==> config.mk <==
export PLATFORM = sky130hd
export DESIGN_NAME = npss_ctrl
export DESIGN_NICKNAME = d
export VERILOG_FILES = /design/src/rtl/npss_pkg.sv /design/src/rtl/npss_ctrl.sv
export SDC_FILE = /design/constraint.sdc
export NUM_CORES = 1
export LEC_CHECK = 0
export ABC_AREA = 1
export BUFFER_PORTS_ARGS = -buffer_cell sky130_fd_sc_hd__buf_2
export CORE_AREA = 2 2 39 41
export CTS_BUF_LIST = sky130_fd_sc_hd__clkbuf_8
export CTS_CLUSTER_DIAMETER = 200
export DETAILED_ROUTE_END_ITERATION = 16
export DIE_AREA = 0 0 41 43
export GPL_TIMING_DRIVEN = 0
export PLACE_DENSITY = 0.44
export SKIP_CTS_REPAIR_TIMING = 1
export SLEW_MARGIN = 20
export SYNTH_ARGS = -nofsm -noshare
export SYNTH_HDL_FRONTEND = slang
export SYNTH_SLANG_ARGS = --single-unit
==> constraint.sdc <==
create_clock -name clk -period 0.9 [get_ports clk]
set_input_delay 0.135 -clock clk [delete_from_list [all_inputs] [get_ports clk]]
set_output_delay 0.135 -clock clk [all_outputs]
set_load 0.05 [all_outputs]
==> src/rtl/npss_pkg.sv <==
`default_nettype none

package npss_pkg;

  // Table size and coordinate width.
  localparam int TABLE_DEPTH = 1024;
  localparam int COORD_BITS  = 16;

  // Fixed field widths of the ports.
  localparam int ACT_W      = 2;
  localparam int PT_W       = 16;
  localparam int STATUS_W   = 3;
  localparam int OUT_IDX_W  = 10;
  localparam int OUT_DIST_W = 33;

  // Derived widths.
  localparam int IDX_W  = $clog2(TABLE_DEPTH);
  localparam int CNT_W  = $clog2(TABLE_DEPTH + 1);
  localparam int DIFF_W = COORD_BITS + 1;
  localparam int SQ_W   = 2 * DIFF_W;
  localparam int DIST_W = SQ_W + 1;

  // Action codes.
  localparam logic [ACT_W-1:0] ACT_LOAD  = 2'd0;
  localparam logic [ACT_W-1:0] ACT_QUERY = 2'd1;
  localparam logic [ACT_W-1:0] ACT_CLEAR = 2'd2;

  // Result status codes.
  localparam logic [STATUS_W-1:0] ST_LOADED  = 3'd0;
  localparam logic [STATUS_W-1:0] ST_FULL    = 3'd1;
  localparam logic [STATUS_W-1:0] ST_FOUND   = 3'd2;
  localparam logic [STATUS_W-1:0] ST_EMPTY   = 3'd3;
  localparam logic [STATUS_W-1:0] ST_CLEARED = 3'd4;

  typedef logic signed [COORD_BITS-1:0] coord_t;

  // Commands from the controller to the datapath.
  typedef struct packed {
    logic                wr_en;
    logic                clr;
    logic                q_start;
    logic                issue;
    logic                out_load;
    logic                out_from_best;
    logic [STATUS_W-1:0] out_code;
  } npss_cmd_t;

  // Status from the datapath to the controller.
  typedef struct packed {
    logic count_zero;
    logic count_full;
    logic scan_last;
    logic pipe_empty;
    logic out_blocked;
  } npss_stat_t;

endpackage

`default_nettype wire

==> src/rtl/npss_ctrl.sv <==
`default_nettype none

module npss_ctrl (
  input  wire logic                       clk,
  input  wire logic                       rst_n,
  input  wire logic                       in_valid,
  input  wire logic [npss_pkg::ACT_W-1:0] in_action,
  output logic                            in_stall,
  input  wire npss_pkg::npss_stat_t       stat,
  output npss_pkg::npss_cmd_t             cmd
);

  import npss_pkg::*;

  typedef enum logic [1:0] {
    S_IDLE,
    S_SCAN,
    S_DRAIN
  } state_t;

  state_t state_r;
  state_t state_nxt;
  logic   accept;

  assign in_stall = (state_r != S_IDLE) || stat.out_blocked;
  assign accept   = in_valid && !in_stall;

  always_comb begin
    cmd       = '0;
    state_nxt = state_r;
    unique case (state_r)
      S_IDLE: begin
        if (accept) begin
          unique case (in_action)
            ACT_LOAD: begin
              cmd.wr_en    = !stat.count_full;
              cmd.out_load = 1'b1;
              cmd.out_code = stat.count_full ? ST_FULL : ST_LOADED;
            end
            ACT_QUERY: begin
              if (stat.count_zero) begin
                cmd.out_load = 1'b1;
                cmd.out_code = ST_EMPTY;
              end else begin
                cmd.q_start = 1'b1;
                state_nxt   = S_SCAN;
              end
            end
            ACT_CLEAR: begin
              cmd.clr      = 1'b1;
              cmd.out_load = 1'b1;
              cmd.out_code = ST_CLEARED;
            end
            default: begin
              // The unused action code is dropped without a result.
              cmd = '0;
            end
          endcase
        end
      end
      S_SCAN: begin
        cmd.issue = 1'b1;
        if (stat.scan_last) begin
          state_nxt = S_DRAIN;
        end
      end
      S_DRAIN: begin
        // Wait until the last distance has been compared and the output is free.
        if (stat.pipe_empty && !stat.out_blocked) begin
          cmd.out_load      = 1'b1;
          cmd.out_from_best = 1'b1;
          cmd.out_code      = ST_FOUND;
          state_nxt         = S_IDLE;
        end
      end
      default: begin
        state_nxt = S_IDLE;
      end
    endcase
  end

  always_ff @(posedge clk) begin
    if (!rst_n) begin
      state_r <= S_IDLE;
    end else begin
      state_r <= state_nxt;
    end
  end

endmodule

`default_nettype wire

== Word level (Yosys, flattened, before mapping) ==
Cells that the tools add are included.
Cells by class
  equal/unequal tests: 9
  multiplexer cells: 20
  reduce and logical (&&, ||, !) cells: 11
Operators by type and width (number)
  two-way mux 2 bit: 6
  one-hot mux 5 bit (2 select lines): 1
  two-way mux 9 bit: 1
  one-hot mux 3 bit (3 select lines): 1
  != test 2 bit, second input constant: 4
  two-way mux 1 bit: 6
  one-hot mux 2 bit (3 select lines): 1
  two-way mux 5 bit: 1
  AND reduction 5 bit: 1
  equality test 2 x 1 -> 1 bit, second input constant: 2
  equality test 2 bit, second input constant: 2
  logical NOT 2 bit: 2
  one-hot mux 1 bit (2 select lines): 2
  logical NOT 1 bit: 3
  two-way mux 3 bit: 1
  logical AND 1 bit: 2
  != test 2 x 1 -> 1 bit, second input constant: 1
  nonzero test 2 bit: 1
  OR reduction 2 bit: 1
  logical OR 1 bit: 1
Word-level totals
  flip-flop bits (word level): 2
  input port bits: 10
  output and inout bits: 10

== Depth between registers and ports, before layout ==
  depth after elaboration: 6
  mapped depth: 5
  gate-level depth less buffers: 5

== Worst setup path before layout ==
No wires, ideal clock.
  kind: reg2out
  start: reg state_r[1]
  end: out cmd[8] (netlist bit)
  arrival: 1.743 ns
  data required time: 0.765 ns
  slack: -0.978 ns
  cell stages (with the launch flop): 4
  path buffers: 0
  cells stage by stage: dfxtp_1 nor2_4 nand3_4 nor3b_1
RTL lines
  start: declaration: line npss_ctrl.sv:21  | state_t state_r;
  start signal: assignment: line npss_ctrl.sv:86  | state_r <= state_nxt;
  end: declaration: line npss_ctrl.sv:10  | output npss_pkg::npss_cmd_t cmd

==> impl_metrics.toml <==
[outcome]
status = "finished, violations left"
failed_checks = "negative setup slack"

[finish]
multi_input_area_um2 = 209
syn_to_final_growth_pct = 143
largest_reg_flops = 2
nets = 70
diodes = 0
final_cell_count_no_fill = 74
seq_area_um2 = 45.0
largest_register = "state_r"
fill_cells = 146
finalInstanceArea_um2 = 528
drive_gt1_share_pct = 70.7
largestRegisters = "state_r: 2 flops"

[min_path]
worst_hold_startpoint = "rst_n"
hold_path_class = "input pin to flip-flop"
hold_end = "state_r[0]"
min_path_cells = 3

[critical_path]
cp_cell_sequence = "nor2_4 -> nand3_4 -> nor3b_4 -> buf_6"
r2r-start = "state_r[1]"
critPathTopFamily = "simple AND/OR/NAND/NOR gates"
worst-path-buf-inv = 1
slowest_stage = "dfxtp_4"
path_max_fanout = 7
r2r_setup_slack_ps = -80
rr_worst_depth = 5
critPathArrivalTime_ps = 1240
max_stage_delay_ps = 340
crit_type = "flip-flop to output port"
worstSetupEndpointType = "output port"
crit_required_ps = 760
startpoint_type = "flip-flop"
r2r_end = "state_r[0]"

[power]
power_frac_clock_pct = 57.8
intPower_uw = 429
combinationalPowerShare_pct = 27.2
ir_worst_vdd_mv = 0.308
p_sw_uw = 165
p_per_area_mw_per_mm2 = 1120
netSwitchingFraction_pct = 27.8
seqPwrFrac_pct = 15.0
leakage_nw = 0.243
power_uw = 594

[logic_synthesis]
synthXorXnorAreaFrac_pct = 0
synth.avg_cell_area_um2 = 6.60
netlist_area_um2 = 218
synth-simple-area-share_pct = 56.9
syn_nets = 43
synthArstFlopShare_pct = 0
synthAdderAreaFrac_pct = 0
yosysSeqAreaShare_pct = 18.4
synth_cell_types = 15
synth_top_area_share_pct = 18.4
synth-compound-area-share_pct = 12.6
synth_edf_count = 0
ys.flop_type = "dfxtp_1"
yosys-top-cells-count = "inv_1, nand2_1, nor2_2, nor3_1"
ys_ff_latch = 2
synth_warnings = 0
synth_top_family_by_area = "simple AND/OR/NAND/NOR gates"
synthTopCellsByArea = "dfxtp_1, nor2_4, inv_1"
postSynthCellCount = 33
synth_area_leader_cell = "dfxtp_1"
synth_mux_area_share_pct = 0

[route]
post-route-drc-count = 0
antenna_left = 0
vias = 301
drt-initial-drc-count = 5
drt-vias-per-instance = 4.07
wl_per_cell_um = 8.04
routed_wl_um = 595
dr.pass1.iters = 6

[floorplanning]
initial_utilization_pct = 15.7
core_mm2 = 0.00138
die-area_mm2 = 0.00176
dieWidth_um = 41
ioPinCount = 20
die_y_um = 43
core.rowCount = 14

[placement]
dpl.cell_count = 68
gp_congestion = 0.674
portBuffers = 19
placed_area_um2 = 390
dp_hpwl_um = 468

[clock_tree]
clk_latency_ps = 210
h-tree-depth = 1
cts_root_buffer = "clkbuf_8"
numCtsBuffers = 3
cts_tree = "yes"
cts_sinks = 2
clk_pin_slew_ps = 30
clockBufferDepth = 2

[sta]
hold_viol_final = 0
fin_ws_ps = -475
post-route-period-util_pct = 153
setup_viol = 11
holdWs_ps = 171
grt_setup_unrepaired = "true"
finalMaxSlewViolations = 0
tightest_slew_ps = 233
relSlewSlack_pct = 84.4
fmax_mhz = 727
period_needed_ps = 1370
skew_ps = 0.875

[global_routing]
grt_max_degree = 8
track_usage_pct = 7.22
grt_pass1_vias = 218
grt_pass1_wl_um = 848
antenna_found_initial = 0
grt_overflow = 0

[run]
cap_viol_max_count = 0
==> cells by family (layout without fill, tap and decap cells) <==
group                  Yosys count  in the layout
flip-flops                       2              2
AO/OA/AOI/OAI                    5              5
buffers and inverters            6             31
AND/OR/NAND/NOR                 20             20
==> layout by cell type (no fill, tap or decap), types with 3 or more instances in the layout <==
| cell | count |
|---|---|
| buf_2 | 9 |
| buf_4 | 4 |
| buf_6 | 9 |
| clkbuf_8 | 3 |
| inv_1 | 4 |
| nand2_1 | 5 |
| nor2_4 | 3 |
==> layer usage <==
layer / vias up / wire length, um / global-route usage, %
met5: - / 0 / 0
met4: 0 / 0 / 6.00
met3: 0 / 36 / 3.14
met2: 12 / 318 / 8.44
met1: 131 / 241 / 9.62
li1: 158 / - / -
==> power groups by stage <==
stage / Combinational [mW] / Sequential, mW / Clock, mW
final: 0.161 / 0.0890 / 0.343
after global routing: 0.173 / 0.0891 / 0.366
after CTS: 0.142 / 0.0920 / 0.352
after detailed placement: 0.142 / 0.0930 / 0
after global placement: 0.142 / 0.0930 / 0
after floorplan: 0.0960 / 0.0929 / 0
==> worst reg2reg max path, stage by stage, from the launching register on <==
cell     delay, ps
dfxtp_4        340
nor2_4         110
nand3_4        180
nor2_4         170
nor2_2          50
nor2_2          70
==> through the flow <==
stage | setup TNS [ps] | util [%] | setup slack, ps
floorplan | -2340 | - | -362
global placement | -2650 | 28.2 | -345
detailed placement | -2580 | 28.2 | -339
CTS | -4750 | 31.2 | -560
global route | -4570 | 38.2 | -531
finish | -3940 | 38.2 | -475
==> cell type report <==
cell class                 instances  share of cell area, %
multi-input combinational         25                   39.6
buffer                             1                   1.42
sequential                         2                   8.53
tap                               16                   3.79
clock buffer                       3                   7.82
timing repair buffer              22                   34.8
inverter                           5                   4.03
==> how the worst max path moves through the flow <==
stage | start | to | cells after the start
6_report | state_r[1] | cmd[8] | 4
4_1_cts | state_r[1] | cmd[8] | 4
2_1_floorplan | state_r[1] | cmd[8] | 3
3_5_place_dp | state_r[1] | cmd[8] | 4
3_3_place_gp | state_r[0] | cmd[4] | 4
5_1_grt | state_r[1] | cmd[8] | 4
Power figures use the tool's default switching activity.
